`config.mk`:
```
export PLATFORM = sky130hd
export DESIGN_NAME = stepper_ramp_interval_generator
export DESIGN_NICKNAME = d
export VERILOG_FILES = /design/src/hw/rtl/srig_pkg.sv /design/src/hw/rtl/srig_divider.sv /design/src/hw/rtl/srig_datapath.sv /design/src/hw/rtl/srig_sequencer.sv /design/src/hw/rtl/stepper_ramp_interval_generator.sv
export SDC_FILE = /design/constraint.sdc
export NUM_CORES = 2
export LEC_CHECK = 0
export BUFFER_PORTS_ARGS = -buffer_cell sky130_fd_sc_hd__buf_2
export CAP_MARGIN = 20
export CORE_MARGIN = 2
export CORE_UTILIZATION = 63
export DETAILED_ROUTE_END_ITERATION = 8
export PLACE_DENSITY_LB_ADDON = 0.08
export SETUP_SLACK_MARGIN = 0.4
export SYNTH_ARGS = -nofsm -noshare
export SYNTH_HDL_FRONTEND = slang
export SYNTH_HIERARCHICAL = 1
export SYNTH_SLANG_ARGS = --single-unit
```
`constraint.sdc`:
```
create_clock -name clock -period 7 [get_ports clock]
set_input_delay 0.7 -clock clock [delete_from_list [all_inputs] [get_ports clock]]
set_output_delay 0.7 -clock clock [all_outputs]
set_load 0.01 [all_outputs]
```
`src/hw/rtl/srig_pkg.sv`:
```
// shared types, constants and microprogram for the stepper ramp interval generator
`timescale 1ns / 1ps
`default_nettype none

package srig_pkg;

   localparam int unsigned WORD_W     = 32;
   localparam int unsigned TICK_SHIFT = 11;
   localparam int unsigned MIN_STEP   = 100;
   localparam int unsigned PC_W       = 5;
   localparam int unsigned CSR_IDX_W  = 2;
   localparam int unsigned DIV_CNT_W  = $clog2(WORD_W + 1);

   // register indexes on the csr port
   localparam logic [CSR_IDX_W-1:0] CSR_SPEED_CONSTANT = CSR_IDX_W'(0);
   localparam logic [CSR_IDX_W-1:0] CSR_STEP_LIMIT     = CSR_IDX_W'(1);
   localparam logic [CSR_IDX_W-1:0] CSR_STEP_CAP       = CSR_IDX_W'(2);

   // command codes of a request word
   localparam logic CMD_PULSE = 1'b0;
   localparam logic CMD_START = 1'b1;

   // datapath operations
   typedef enum logic [3:0] {
      OP_NOP,
      OP_LOAD_MOVE,
      OP_ADVANCE,
      OP_ACC_TICK,
      OP_STEP_ACC,
      OP_DEC_TICK,
      OP_STEP_DEC,
      OP_DIV_START,
      OP_LOAD_PERIOD,
      OP_CLEAR
   } op_type;

   // jump conditions
   typedef enum logic [2:0] {
      COND_NEVER,
      COND_ALWAYS,
      COND_CMD,
      COND_CNT_END,
      COND_DECEL,
      COND_NOT_ACC,
      COND_DIV_BUSY,
      COND_PERIOD_ZERO
   } cond_type;

   // kind of response word produced by a step
   typedef enum logic [2:0] {
      EMIT_NONE,
      EMIT_PERIOD,
      EMIT_DONE,
      EMIT_FAULT,
      EMIT_MOVE
   } emit_type;

   typedef struct packed {
      op_type          op;
      cond_type        cond;
      logic [PC_W-1:0] target;
      emit_type        emit;
   } ucode_word_type;

   // what the sequencer hands the datapath each cycle
   typedef struct packed {
      op_type   op;
      emit_type emit;
   } exec_type;

   // datapath status seen by the jump logic
   typedef struct packed {
      logic cmd;
      logic cnt_end;
      logic decel;
      logic acc;
      logic div_busy;
      logic period_zero;
   } flags_type;

   // program labels
   localparam logic [PC_W-1:0] L_DISPATCH = PC_W'(0);
   localparam logic [PC_W-1:0] L_DECEL    = PC_W'(7);
   localparam logic [PC_W-1:0] L_DIV      = PC_W'(9);
   localparam logic [PC_W-1:0] L_WAIT     = PC_W'(10);
   localparam logic [PC_W-1:0] L_CHECK    = PC_W'(12);
   localparam logic [PC_W-1:0] L_FAULT    = PC_W'(14);
   localparam logic [PC_W-1:0] L_END      = PC_W'(15);
   localparam logic [PC_W-1:0] L_START    = PC_W'(16);

   // microprogram rom
   function automatic ucode_word_type ucode(input logic [PC_W-1:0] pc);
      ucode_word_type w;
      w = '{op: OP_NOP, cond: COND_NEVER, target: L_DISPATCH, emit: EMIT_NONE};
      case (pc)
         5'd0:  w = '{op: OP_NOP,         cond: COND_CMD,         target: L_START,
                     emit: EMIT_NONE};
         5'd1:  w = '{op: OP_ADVANCE,     cond: COND_NEVER,       target: L_DISPATCH,
                     emit: EMIT_NONE};
         5'd2:  w = '{op: OP_NOP,         cond: COND_CNT_END,     target: L_END,
                     emit: EMIT_NONE};
         5'd3:  w = '{op: OP_NOP,         cond: COND_DECEL,       target: L_DECEL,
                     emit: EMIT_NONE};
         5'd4:  w = '{op: OP_NOP,         cond: COND_NOT_ACC,     target: L_CHECK,
                     emit: EMIT_NONE};
         5'd5:  w = '{op: OP_ACC_TICK,    cond: COND_NEVER,       target: L_DISPATCH,
                     emit: EMIT_NONE};
         5'd6:  w = '{op: OP_STEP_ACC,    cond: COND_ALWAYS,      target: L_DIV,
                     emit: EMIT_NONE};
         5'd7:  w = '{op: OP_DEC_TICK,    cond: COND_NEVER,       target: L_DISPATCH,
                     emit: EMIT_NONE};
         5'd8:  w = '{op: OP_STEP_DEC,    cond: COND_NEVER,       target: L_DISPATCH,
                     emit: EMIT_NONE};
         5'd9:  w = '{op: OP_DIV_START,   cond: COND_NEVER,       target: L_DISPATCH,
                     emit: EMIT_NONE};
         5'd10: w = '{op: OP_NOP,         cond: COND_DIV_BUSY,    target: L_WAIT,
                     emit: EMIT_NONE};
         5'd11: w = '{op: OP_LOAD_PERIOD, cond: COND_NEVER,       target: L_DISPATCH,
                     emit: EMIT_NONE};
         5'd12: w = '{op: OP_NOP,         cond: COND_PERIOD_ZERO, target: L_FAULT,
                     emit: EMIT_NONE};
         5'd13: w = '{op: OP_NOP,         cond: COND_NEVER,       target: L_DISPATCH,
                     emit: EMIT_PERIOD};
         5'd14: w = '{op: OP_CLEAR,       cond: COND_NEVER,       target: L_DISPATCH,
                     emit: EMIT_FAULT};
         5'd15: w = '{op: OP_CLEAR,       cond: COND_NEVER,       target: L_DISPATCH,
                     emit: EMIT_DONE};
         5'd16: w = '{op: OP_LOAD_MOVE,   cond: COND_NEVER,       target: L_DISPATCH,
                     emit: EMIT_MOVE};
         default: w = '{op: OP_NOP,       cond: COND_ALWAYS,      target: L_DISPATCH,
                       emit: EMIT_NONE};
      endcase
      return w;
   endfunction

endpackage

`default_nettype wire

```
`src/hw/rtl/srig_divider.sv`:
```
// restoring radix-2 divider, one quotient bit per cycle
`timescale 1ns / 1ps
`default_nettype none

module srig_divider (
   input  wire logic                        clock,
   input  wire logic                        reset,
   input  wire logic                        start,
   input  wire logic [srig_pkg::WORD_W-1:0] dividend,
   input  wire logic [srig_pkg::WORD_W-1:0] divisor,
   output logic                             busy,
   output logic [srig_pkg::WORD_W-1:0]      quotient
);

   logic [srig_pkg::WORD_W-1:0]    rem_ff;
   logic [srig_pkg::WORD_W-1:0]    rem_in;
   logic [srig_pkg::WORD_W-1:0]    quo_ff;
   logic [srig_pkg::WORD_W-1:0]    quo_in;
   logic [srig_pkg::DIV_CNT_W-1:0] cnt_ff;
   logic [srig_pkg::DIV_CNT_W-1:0] cnt_in;
   logic                           busy_ff;
   logic                           busy_in;
   logic [srig_pkg::WORD_W:0]      shifted;
   logic [srig_pkg::WORD_W:0]      diff;

   // one shift and trial subtract per cycle
   always_comb begin
      shifted = {rem_ff, quo_ff[srig_pkg::WORD_W-1]};
      diff    = shifted - {1'b0, divisor};
      rem_in  = rem_ff;
      quo_in  = quo_ff;
      cnt_in  = cnt_ff;
      busy_in = busy_ff;
      if (start) begin
         rem_in  = '0;
         quo_in  = dividend;
         cnt_in  = srig_pkg::DIV_CNT_W'(srig_pkg::WORD_W);
         busy_in = 1'b1;
      end else if (busy_ff) begin
         if (!diff[srig_pkg::WORD_W]) begin
            rem_in = diff[srig_pkg::WORD_W-1:0];
            quo_in = {quo_ff[srig_pkg::WORD_W-2:0], 1'b1};
         end else begin
            rem_in = shifted[srig_pkg::WORD_W-1:0];
            quo_in = {quo_ff[srig_pkg::WORD_W-2:0], 1'b0};
         end
         cnt_in  = cnt_ff - srig_pkg::DIV_CNT_W'(1);
         busy_in = (cnt_ff != srig_pkg::DIV_CNT_W'(1));
      end
   end

   always_ff @(posedge clock) begin
      if (reset) begin
         busy_ff <= 1'b0;
         cnt_ff  <= '0;
      end else begin
         busy_ff <= busy_in;
         cnt_ff  <= cnt_in;
      end
      rem_ff <= rem_in;
      quo_ff <= quo_in;
   end

   assign busy     = busy_ff;
   assign quotient = quo_ff;

endmodule

`default_nettype wire

```
`src/hw/rtl/srig_datapath.sv`:
```
// ramp datapath: move state, csr registers, step clamps and period divider
`timescale 1ns / 1ps
`default_nettype none

module srig_datapath (
   input  wire logic                           clock,
   input  wire logic                           reset,
   input  wire logic                           csr_write_en,
   input  wire logic [srig_pkg::CSR_IDX_W-1:0] csr_index,
   input  wire logic [srig_pkg::WORD_W-1:0]    csr_write_data,
   input  wire logic                           capture,
   input  wire logic                           req_cmd,
   input  wire logic [srig_pkg::WORD_W-1:0]    req_move_length,
   input  wire logic signed [srig_pkg::WORD_W-1:0] req_target_position,
   input  wire logic                           req_direction,
   input  wire srig_pkg::exec_type             exec,
   output srig_pkg::flags_type                 flags,
   output logic [srig_pkg::WORD_W-1:0]         last_period,
   output logic [srig_pkg::WORD_W-1:0]         position
);

   localparam logic [srig_pkg::WORD_W-1:0] MinStep = srig_pkg::WORD_W'(srig_pkg::MIN_STEP);

   // csr registers
   logic [srig_pkg::WORD_W-1:0] speed_constant_ff;
   logic [srig_pkg::WORD_W-1:0] step_limit_ff;
   logic [srig_pkg::WORD_W-1:0] step_cap_ff;

   // captured request word
   logic                        hold_cmd_ff;
   logic [srig_pkg::WORD_W-1:0] hold_length_ff;
   logic [srig_pkg::WORD_W-1:0] hold_target_ff;
   logic                        hold_dir_ff;

   // move state
   logic [srig_pkg::WORD_W-1:0] position_ff,    position_in;
   logic [srig_pkg::WORD_W-1:0] goal_ff,        goal_in;
   logic                        count_up_ff,    count_up_in;
   logic [srig_pkg::WORD_W-1:0] budget_ff,      budget_in;
   logic [srig_pkg::WORD_W-1:0] pulse_count_ff, pulse_count_in;
   logic [srig_pkg::WORD_W-1:0] accel_ff,       accel_in;
   logic [srig_pkg::WORD_W-1:0] step_ff,        step_in;
   logic [srig_pkg::WORD_W-1:0] tick_ff,        tick_in;
   logic [srig_pkg::WORD_W-1:0] period_ff,      period_in;

   logic                        div_busy;
   logic [srig_pkg::WORD_W-1:0] div_quotient;
   logic [srig_pkg::WORD_W:0]   acc_sum;
   logic [srig_pkg::WORD_W:0]   dec_amount;
   logic [srig_pkg::WORD_W:0]   dec_diff;
   logic [srig_pkg::WORD_W:0]   decel_sum;
   logic [srig_pkg::WORD_W-1:0] tick_step;
   logic [srig_pkg::WORD_W-1:0] step_floor;
   logic [srig_pkg::WORD_W-1:0] step_lim;

   // csr writes, indexes beyond the list are dropped
   always_ff @(posedge clock) begin
      if (reset) begin
         speed_constant_ff <= '0;
         step_limit_ff     <= MinStep;
         step_cap_ff       <= MinStep;
      end else if (csr_write_en) begin
         case (csr_index)
            srig_pkg::CSR_SPEED_CONSTANT: speed_constant_ff <= csr_write_data;
            srig_pkg::CSR_STEP_LIMIT:     step_limit_ff     <= csr_write_data;
            srig_pkg::CSR_STEP_CAP:       step_cap_ff       <= csr_write_data;
            default: ;
         endcase
      end
   end

   // request capture at accept
   always_ff @(posedge clock) begin
      if (capture) begin
         hold_cmd_ff    <= req_cmd;
         hold_length_ff <= req_move_length;
         hold_target_ff <= req_target_position;
         hold_dir_ff    <= req_direction;
      end
   end

   // shared arithmetic terms
   always_comb begin
      acc_sum    = {1'b0, tick_ff} + {1'b0, period_ff};
      dec_amount = {period_ff, 1'b0};
      dec_diff   = {1'b0, tick_ff} - dec_amount;
      decel_sum  = {1'b0, pulse_count_ff} + {2'b00, accel_ff[srig_pkg::WORD_W-1:1]};
      tick_step  = tick_ff >> srig_pkg::TICK_SHIFT;
      step_floor = (tick_step < MinStep) ? MinStep : tick_step;
      step_lim   = (step_floor >= step_limit_ff) ? step_limit_ff : step_floor;
   end

   // micro-operation execution
   always_comb begin
      position_in    = position_ff;
      goal_in        = goal_ff;
      count_up_in    = count_up_ff;
      budget_in      = budget_ff;
      pulse_count_in = pulse_count_ff;
      accel_in       = accel_ff;
      step_in        = step_ff;
      tick_in        = tick_ff;
      period_in      = period_ff;
      case (exec.op)
         srig_pkg::OP_LOAD_MOVE: begin
            budget_in      = hold_length_ff;
            goal_in        = hold_target_ff;
            count_up_in    = hold_dir_ff;
            pulse_count_in = '0;
            accel_in       = '0;
            step_in        = '0;
            tick_in        = '0;
            period_in      = '0;
         end
         srig_pkg::OP_ADVANCE: begin
            if (goal_ff != position_ff) begin
               position_in = count_up_ff ? position_ff + srig_pkg::WORD_W'(1)
                                         : position_ff - srig_pkg::WORD_W'(1);
            end
            pulse_count_in = pulse_count_ff + srig_pkg::WORD_W'(1);
         end
         srig_pkg::OP_ACC_TICK: begin
            accel_in = accel_ff + srig_pkg::WORD_W'(1);
            tick_in  = acc_sum[srig_pkg::WORD_W] ? '1 : acc_sum[srig_pkg::WORD_W-1:0];
         end
         srig_pkg::OP_STEP_ACC: begin
            step_in = (step_lim > step_cap_ff) ? step_cap_ff : step_lim;
         end
         srig_pkg::OP_DEC_TICK: begin
            if (tick_ff > period_ff) begin
               tick_in = dec_diff[srig_pkg::WORD_W] ? '0 : dec_diff[srig_pkg::WORD_W-1:0];
            end
         end
         srig_pkg::OP_STEP_DEC: begin
            step_in = (step_floor > speed_constant_ff) ? speed_constant_ff : step_floor;
         end
         srig_pkg::OP_LOAD_PERIOD: begin
            period_in = (step_ff == '0) ? '0 : div_quotient;
         end
         srig_pkg::OP_CLEAR: begin
            budget_in      = '0;
            pulse_count_in = '0;
            accel_in       = '0;
            step_in        = '0;
         end
         default: ;
      endcase
   end

   always_ff @(posedge clock) begin
      if (reset) begin
         position_ff    <= '0;
         goal_ff        <= '0;
         count_up_ff    <= 1'b0;
         budget_ff      <= '0;
         pulse_count_ff <= '0;
         accel_ff       <= '0;
         step_ff        <= '0;
         tick_ff        <= '0;
         period_ff      <= '0;
      end else begin
         position_ff    <= position_in;
         goal_ff        <= goal_in;
         count_up_ff    <= count_up_in;
         budget_ff      <= budget_in;
         pulse_count_ff <= pulse_count_in;
         accel_ff       <= accel_in;
         step_ff        <= step_in;
         tick_ff        <= tick_in;
         period_ff      <= period_in;
      end
   end

   // period = speed_constant / step
   srig_divider u_divider (
      .clock    (clock),
      .reset    (reset),
      .start    (exec.op == srig_pkg::OP_DIV_START),
      .dividend (speed_constant_ff),
      .divisor  (step_ff),
      .busy     (div_busy),
      .quotient (div_quotient)
   );

   // status for the jump logic
   always_comb begin
      flags.cmd         = (hold_cmd_ff == srig_pkg::CMD_START);
      flags.cnt_end     = (pulse_count_ff >= budget_ff);
      flags.decel       = (decel_sum >= {1'b0, budget_ff});
      flags.acc         = (step_ff < step_limit_ff);
      flags.div_busy    = div_busy;
      flags.period_zero = (period_ff == '0);
   end

   assign last_period = period_ff;
   assign position    = position_ff;

endmodule

`default_nettype wire

```
`src/hw/rtl/srig_sequencer.sv`:
```
// microprogram sequencer: step counter, rom fetch and conditional jumps
`timescale 1ns / 1ps
`default_nettype none

module srig_sequencer (
   input  wire logic                clock,
   input  wire logic                reset,
   input  wire logic                start,
   input  wire logic                emit_ok,
   input  wire srig_pkg::flags_type flags,
   output logic                     busy,
   output srig_pkg::exec_type       exec
);

   logic [srig_pkg::PC_W-1:0] pc_ff;
   logic [srig_pkg::PC_W-1:0] pc_in;
   logic                      busy_ff;
   logic                      busy_in;
   srig_pkg::ucode_word_type  word;
   logic                      stall;
   logic                      active;
   logic                      taken;

   // fetch and stall on a full response slot
   always_comb begin
      word   = srig_pkg::ucode(pc_ff);
      stall  = (word.emit != srig_pkg::EMIT_NONE) && !emit_ok;
      active = busy_ff && !stall;
   end

   // jump condition
   always_comb begin
      case (word.cond)
         srig_pkg::COND_NEVER:       taken = 1'b0;
         srig_pkg::COND_ALWAYS:      taken = 1'b1;
         srig_pkg::COND_CMD:         taken = flags.cmd;
         srig_pkg::COND_CNT_END:     taken = flags.cnt_end;
         srig_pkg::COND_DECEL:       taken = flags.decel;
         srig_pkg::COND_NOT_ACC:     taken = !flags.acc;
         srig_pkg::COND_DIV_BUSY:    taken = flags.div_busy;
         srig_pkg::COND_PERIOD_ZERO: taken = flags.period_zero;
         default:                    taken = 1'b0;
      endcase
   end

   // next step
   always_comb begin
      pc_in   = pc_ff;
      busy_in = busy_ff;
      if (start) begin
         pc_in   = srig_pkg::L_DISPATCH;
         busy_in = 1'b1;
      end else if (active) begin
         pc_in = taken ? word.target : pc_ff + srig_pkg::PC_W'(1);
         if (word.emit != srig_pkg::EMIT_NONE) begin
            busy_in = 1'b0;
         end
      end
   end

   always_ff @(posedge clock) begin
      if (reset) begin
         pc_ff   <= srig_pkg::L_DISPATCH;
         busy_ff <= 1'b0;
      end else begin
         pc_ff   <= pc_in;
         busy_ff <= busy_in;
      end
   end

   // drive the datapath only on live steps
   always_comb begin
      exec.op   = active ? word.op : srig_pkg::OP_NOP;
      exec.emit = active ? word.emit : srig_pkg::EMIT_NONE;
   end

   assign busy = busy_ff;

`ifndef NO_ASSERTIONS
   a_start_dispatch: assert property (@(posedge clock) disable iff (reset)
      start |=> (busy_ff && pc_ff == srig_pkg::L_DISPATCH))
      else $error("sequencer did not enter dispatch after start");

   a_no_start_busy: assert property (@(posedge clock) disable iff (reset)
      busy_ff |-> !start)
      else $error("new word started while sequencer busy");

   a_stall_holds: assert property (@(posedge clock) disable iff (reset)
      (busy_ff && stall) |=> (busy_ff && pc_ff == $past(pc_ff)))
      else $error("step counter moved during response stall");

   a_emit_ok: assert property (@(posedge clock) disable iff (reset)
      (exec.emit != srig_pkg::EMIT_NONE) |-> emit_ok)
      else $error("response emitted into a full slot");
`endif

endmodule

`default_nettype wire

```
`src/hw/rtl/stepper_ramp_interval_generator.sv`:
```
// top level of the stepper ramp interval generator: sequencer, datapath, response register
// ramp pulses (accel and decel) wait on the serial divider before their period is emitted;
// start words, end-of-move and cruise pulses do not use it
// flow: one request word at a time; the next can be taken once the response is in the
// output register
// reset: synchronous active high; move state clears, speed_constant 0, limits 100
`timescale 1ns / 1ps
`default_nettype none

module stepper_ramp_interval_generator (
   input  wire logic                               clock,
   input  wire logic                               reset,
   input  wire logic                               csr_write_en,
   input  wire logic [srig_pkg::CSR_IDX_W-1:0]     csr_index,
   input  wire logic [srig_pkg::WORD_W-1:0]        csr_write_data,
   input  wire logic                               req_valid,
   output logic                                    req_ready,
   input  wire logic                               req_cmd,
   input  wire logic [srig_pkg::WORD_W-1:0]        req_move_length,
   input  wire logic signed [srig_pkg::WORD_W-1:0] req_target_position,
   input  wire logic                               req_direction,
   output logic                                    rsp_valid,
   input  wire logic                               rsp_ready,
   output logic [srig_pkg::WORD_W-1:0]             rsp_period,
   output logic                                    rsp_move_done,
   output logic                                    rsp_fault,
   output logic signed [srig_pkg::WORD_W-1:0]      rsp_current_position
);

   logic                        busy;
   logic                        accept;
   logic                        emit_ok;
   srig_pkg::exec_type          exec;
   srig_pkg::flags_type         flags;
   logic [srig_pkg::WORD_W-1:0] last_period;
   logic [srig_pkg::WORD_W-1:0] position;

   logic                        rsp_valid_ff;
   logic [srig_pkg::WORD_W-1:0] rsp_period_ff;
   logic                        rsp_done_ff;
   logic                        rsp_fault_ff;
   logic [srig_pkg::WORD_W-1:0] rsp_position_ff;

   assign req_ready = !busy;
   assign accept    = req_valid && !busy;
   assign emit_ok   = !rsp_valid_ff || rsp_ready;

   srig_sequencer u_sequencer (
      .clock   (clock),
      .reset   (reset),
      .start   (accept),
      .emit_ok (emit_ok),
      .flags   (flags),
      .busy    (busy),
      .exec    (exec)
   );

   srig_datapath u_datapath (
      .clock               (clock),
      .reset               (reset),
      .csr_write_en        (csr_write_en),
      .csr_index           (csr_index),
      .csr_write_data      (csr_write_data),
      .capture             (accept),
      .req_cmd             (req_cmd),
      .req_move_length     (req_move_length),
      .req_target_position (req_target_position),
      .req_direction       (req_direction),
      .exec                (exec),
      .flags               (flags),
      .last_period         (last_period),
      .position            (position)
   );

   // response word register
   always_ff @(posedge clock) begin
      if (reset) begin
         rsp_valid_ff <= 1'b0;
      end else if (exec.emit != srig_pkg::EMIT_NONE) begin
         rsp_valid_ff <= 1'b1;
      end else if (rsp_ready) begin
         rsp_valid_ff <= 1'b0;
      end
   end

   always_ff @(posedge clock) begin
      if (exec.emit != srig_pkg::EMIT_NONE) begin
         rsp_period_ff   <= (exec.emit == srig_pkg::EMIT_PERIOD) ? last_period : '0;
         rsp_done_ff     <= (exec.emit == srig_pkg::EMIT_DONE);
         rsp_fault_ff    <= (exec.emit == srig_pkg::EMIT_FAULT);
         rsp_position_ff <= position;
      end
   end

   assign rsp_valid            = rsp_valid_ff;
   assign rsp_period           = rsp_period_ff;
   assign rsp_move_done        = rsp_done_ff;
   assign rsp_fault            = rsp_fault_ff;
   assign rsp_current_position = rsp_position_ff;

endmodule

`default_nettype wire

```
# == After elaboration in Yosys (flattened, before gate mapping) ==
# Memory sizes are Yosys's and may differ from the RTL's. A register that Yosys moved wholly into a read port is not among the register bits.
# Cells that the tools add are included.
# word_totals
register_bits,563
latchBits,0
mem_bits_rw,0
romBits,480
inputBits,105
elab_cells,139
mem_count,1
# classes
n_addsub,10
multipliers,0
div,0
n_lt_le_gt_ge,8
eq_ne,24
n_shift,0
muxes,34
n_bitwise,0
n_reduce_logical,34
# mem_list
name,depth,word_bits,rd,rd_clocked_by_memory_dff,wr,line,text
(no name shown),32,15,1,1,0,srig_pkg.sv:95,case (pc)
# op_table
cell,count
$mux W32,11
$pmux W32 S2,4
$pmux W32 S3,2
$add A32 B1 Y32 const B,3
$gt A32 B32 Y1,3
$ge A32 B32 Y1,2
$logic_not A32 Y1,2
$add A32 B31 Y33,1
$add A32 B32 Y33,1
$ge A33 B32 Y1,1
$sub A32 B33 Y33,1
$sub A33 B32 Y33,1
$lt A32 B32 Y1,1
$ne A32 B32 Y1,1
$sub A32 B1 Y32 const B,1
$lt A21 B7 Y1 const B,1
$mux W21,1
$eq A4 B3 Y1 const B,4
$reduce_bool A2 Y1,8
$mux W5,3
$eq A3 B2 Y1 const B,4
$eq A3 B3 Y1 const B,4
$mux W6,2
$reduce_and A2 Y1,6
other kinds (21),42

# == Depth between registers and ports, before layout ==
# logic_depth
depth_word,10
depth_mapped,31
depth_no_buf,31

# == Cells and area by module ==
# Netlist, hierarchy kept.
# modules_own_cells
module,n_inst,cells_per_inst,area_each_um2,seq_area_each_um2
srig_datapath,1,3277,27239.9,9048.7
srig_divider,1,568,4984.8,1741.7
stepper_ramp_interval_generator,1,111,2309.7,2001.9
srig_sequencer,1,136,1303.8,420.4

# == Worst setup path after synthesis ==
# Ideal clock, no wire load.
# synth_timing
path_kind,flip-flop to flip-flop
start,register u_datapath/pulse_count_ff[0] (netlist name)
end,register u_sequencer/word[6] (netlist name)
arrival_ps,6060
path_slack_ps,818
stages_incl_launch_ff,30
path_buffers,0
cell_sequence,dfxtp_1 -> ha_1 -> fa_1 -> a21o_1 -> a221oi_2 -> o21ai_1 -> a31oi_2 -> a21boi_2 -> a311oi_2 -> o21ai_1 -> a21o_1 -> a21oi_1 -> xnor2_1 -> ha_1 -> a211oi_1 -> o2111ai_1 -> o221ai_1 -> a21oi_1 -> nor3_1 -> o21ai_1 -> mux2_4 -> o211ai_2 -> nand2_1 -> or3_2 -> a31oi_4 -> inv_1 -> ha_1 -> mux2i_1 -> nor3_1 -> a311o_1
# synth_lines
element,line,text
from (decl),srig_datapath.sv:40,"logic [srig_pkg::WORD_W-1:0] pulse_count_ff, pulse_count_in;"
from (signal assigned),srig_datapath.sv:166,pulse_count_ff <= pulse_count_in;

==> results.md <==
* Post-synthesis compound-gate area fraction at 19.9%
* Largest net degree at the start of global routing at 132
* Fin. Hold Viols at 0
* Core area at 56300 um^2
* Ys flop type: dfxtp_1
* Starting DRT DRC Count at 2659
* Max Clock Skew at 0.0232 ns
* Synth cell types at 123
* Post-Synth Adder-Cell Area at 13.1%
* Worst Path Arrival at 6.80 ns
* Die span in x at 243 um
* Hold crit path type: in -> reg
* CTS tree: done
* Final period util at 89.6%
* Seq cells post-synth at 578
* WL per Instance at 19.3 um
* Total die area at 58800 um^2
* Area Overhead vs Synth at 10.4%
* RSZ-0062 raised after global routing: yes
* Layout cells sized above 1 at 11.7%
* LEAKAGE at 16.9 nW
* Period minus WS final at 6.27 ns
* Sequential fraction of the synthesis area at 36.9%
* Max IR drop VDD at 208 uV
* Crit path buffers/inverters at 1
* Required time of the critical path at 7.53 ns
* CTS Root Cell: clkbuf_16
* Largest family of logic cells by synthesized area: compound AO/OA/AOI/OAI gates
* Slew Viols, Final at 0
* Vias in the first global route at 28600
* Slew HR at 31.3%
* Gr usage total at 32.2%
* Via Count at 30400
* Layout Nets at 4690
* Initial Utilization at 63.7%
* # diodes at 0
* Ys Warns at 6
* Max-Cap Viols at 0
* H-Tree Level Count at 2
* Vias per cell at 6.06
* DRC Markers at 0
* Status: complete, no violations
* Synth Area in XOR/XNOR at 5.25%
* Worst-case clock buffer depth at 3
* Final WS setup at 0.727 ns
* Antenna viol nets, final at 0
* Startpoint Class: register
* Cts hold-fix bufs at 0
* DRT Pass-1 Iters at 7
* Total clock sinks at 578
* CP endpoint kind: register
* Top cell family by delay on the critical path: compound AO/OA/AOI/OAI gates
* Post-Syn Area at 35800 um^2
* Mux share of post-synthesis cell area at 2.68%
* First-pass GRT wire length at 154 mm
* Number of synthesized flops with an enable pin at 164
* PwrDens at 195 nW/um^2
* Cts bufs inserted at 61
* # IOs at 173
* Crit Path Max Fanout at 5
* Gr ovfl total at 0
* Worst slew pin tran at 1.03 ns
* Syn Inst Count at 4092
* Latest clock arrival within the worst-skew pair at 0.65 ns
* Sum Neg Setup Slack at 0 ns
* Initial antenna violation count at 1
* Clock slew at reported path FFs at 0.06 ns
* Slowest Stage Delay on Critical Path at 0.38 ns
* Post-place setup slack at 0.155 ns
* Simple-gate share of the synthesized area at 17.0%
* Final Setup Violations at 0
* Routability cong. at 0.956
* Crit-path slowest cell: a311oi_2
* Kind of critical path: reg -> reg
* Most common cell after layout, fill and taps aside: nand2_1
* Vert. Die Dim at 243 um
* Hpwl dp at 69.8 mm
* Port bufs at 172
* Mapped Avg Cell Area at 8.76 um^2
* Asr flop ratio synth at 0%
* Fmax at 0.159 GHz
* Cell Rows at 87
* Drt total wl at 96.9 mm
* Most frequent cells in the layout: nand2_1 (496), dfxtp_1 (413), a21oi_1 (402)
-- state kept, by name, indices dropped and copies added, names as in the netlist, 15 cells and up --
| signal | flops |
|---|---|
| rsp_current_position | 32 |
| rsp_period | 32 |
| u_datapath/accel_ff | 32 |
| u_datapath/budget_ff | 32 |
| u_datapath/goal_ff | 32 |
| u_datapath/hold_length_ff | 32 |
| u_datapath/hold_target_ff | 32 |
| u_datapath/last_period | 32 |
| u_datapath/position | 32 |
| u_datapath/pulse_count_ff | 32 |
| u_datapath/speed_constant_ff | 32 |
| u_datapath/step_cap_ff | 32 |
| u_datapath/step_ff | 32 |
| u_datapath/step_limit_ff | 32 |
| u_datapath/tick_ff | 32 |
| u_datapath/u_divider/quotient | 32 |
| u_datapath/u_divider/rem_ff | 32 |
| u_sequencer/word | 15 |
-- stage by stage --
step | total power [W] | cells | util [%] | hold WS, ns | instance area (um^2)
floorplan | 0.00418 | 4102 | - | 0.418 | 35900
global placement | 0.00438 | 4898 | 66.3 | 0.427 | 37300
detailed placement | 0.00440 | 4899 | 66.3 | 0.433 | 37300
CTS | 0.00774 | 5017 | 70.1 | 0.201 | 39400
global route | 0.00799 | 5021 | 70.3 | 0.202 | 39600
finish | 0.00772 | 5021 | 70.3 | 0.231 | 39600
-- per-layer routing --
layer	routed length, um	GRT usage [%]	up-vias	share of wire (%)
met1	43900	45.4	14400	45
met4	3330	11.4	0	3.4
met3	7400	5.67	178	7.6
met2	42300	49.7	1051	44
met5	0	0	-	0
li1	-	-	14800	-
-- power by group --
part,switching [W],internal [W],leakage [nW],total (W)
clock,0.00140,0.00196,1.02,0.00337
combinational,0.000464,0.000313,11.1,0.000777
sequential,0.0000629,0.00352,4.84,0.00358
total,0.00193,0.00579,16.9,0.00772
-- cell families (layout without fill, tap and decap cells) --
| logic type | Yosys count | count (layout) |
|---|---|---|
| buffers and inverters | 455 | 618 |
| AOI/OAI and AO/OA | 1086 | 1086 |
| and+or+nand+nor | 1300 | 1300 |
| adders and majority gates | 372 | 372 |
| DFF | 578 | 578 |
| xor gates and xnor gates | 212 | 212 |
| other | 1 | 11 |
| muxes | 88 | 88 |
-- layout make-up --
class	instances	area, um^2
clock buffers	81	1690
clock inverters	34	393
fillers	4604	16700
inverters	280	1050
multi-input cells	3069	21000
flip-flops and latches	578	13200
well taps	756	946
repair buffers	223	1270
-- repair_timing --
item	CTS	global route
gates resized for setup	1	20
setup endpoints to repair	5	22
buffers inserted	3	3
pin swaps	2	8
-- synthesized netlist by cell type (10+ instances only) --
| library cell | n | share of area (%) |
|---|---|---|
| xor2_1 | 102 | 2.5 |
| ha_1 | 367 | 13 |
| inv_1 | 279 | 2.9 |
| a21o_1 | 126 | 2.6 |
| a211oi_1 | 44 | 0.92 |
| clkbuf_1 | 143 | 1.5 |
| a211o_1 | 25 | 0.61 |
| and3_1 | 37 | 0.65 |
| nand2_1 | 497 | 5.2 |
| or3_1 | 25 | 0.44 |
| o31ai_1 | 16 | 0.34 |
| mux2_2 | 59 | 1.9 |
| o211ai_1 | 15 | 0.31 |
| nor2_1 | 316 | 3.3 |
| mux2i_1 | 27 | 0.75 |
| nand3_1 | 84 | 1.2 |
| or2_2 | 10 | 0.17 |
| nor4_1 | 41 | 0.72 |
| and2_1 | 29 | 0.51 |
| a22oi_1 | 56 | 1.2 |
| a31oi_1 | 20 | 0.35 |
| o21a_1 | 21 | 0.44 |
| o21bai_1 | 31 | 0.65 |
| a222oi_1 | 12 | 0.34 |
| xnor2_1 | 108 | 2.6 |
| nor3_1 | 46 | 0.64 |
| nand2b_1 | 46 | 0.80 |
| a311oi_1 | 21 | 0.51 |
| o21ai_0 | 153 | 2.1 |
| o21ai_1 | 12 | 0.17 |
| nor2b_1 | 42 | 0.73 |
| and2_2 | 21 | 0.44 |
| a221oi_1 | 11 | 0.27 |
| nand4_1 | 54 | 0.94 |
| a21oi_1 | 406 | 5.7 |
| edfxtp_1 | 164 | 14 |
| dfxtp_1 | 414 | 23 |
-- worst paths after layout --
path,end,start,slack (ns),depth (start not counted)
max reg2reg,u_sequencer/word[6]$_SDFF_PP0_,u_datapath/pulse_count_ff[0]$_SDFFE_PP0P_,0.73,29
min,u_datapath/hold_cmd_ff$_DFFE_PP_,req_cmd,0.23,1
min reg2reg,u_datapath/budget_ff[20]$_SDFFE_PP0N_,u_datapath/hold_length_ff[20]$_DFFE_PP_,0.45,2
max,u_sequencer/word[6]$_SDFF_PP0_,u_datapath/pulse_count_ff[0]$_SDFFE_PP0P_,0.73,29
(Power assumes the default switching activity.)
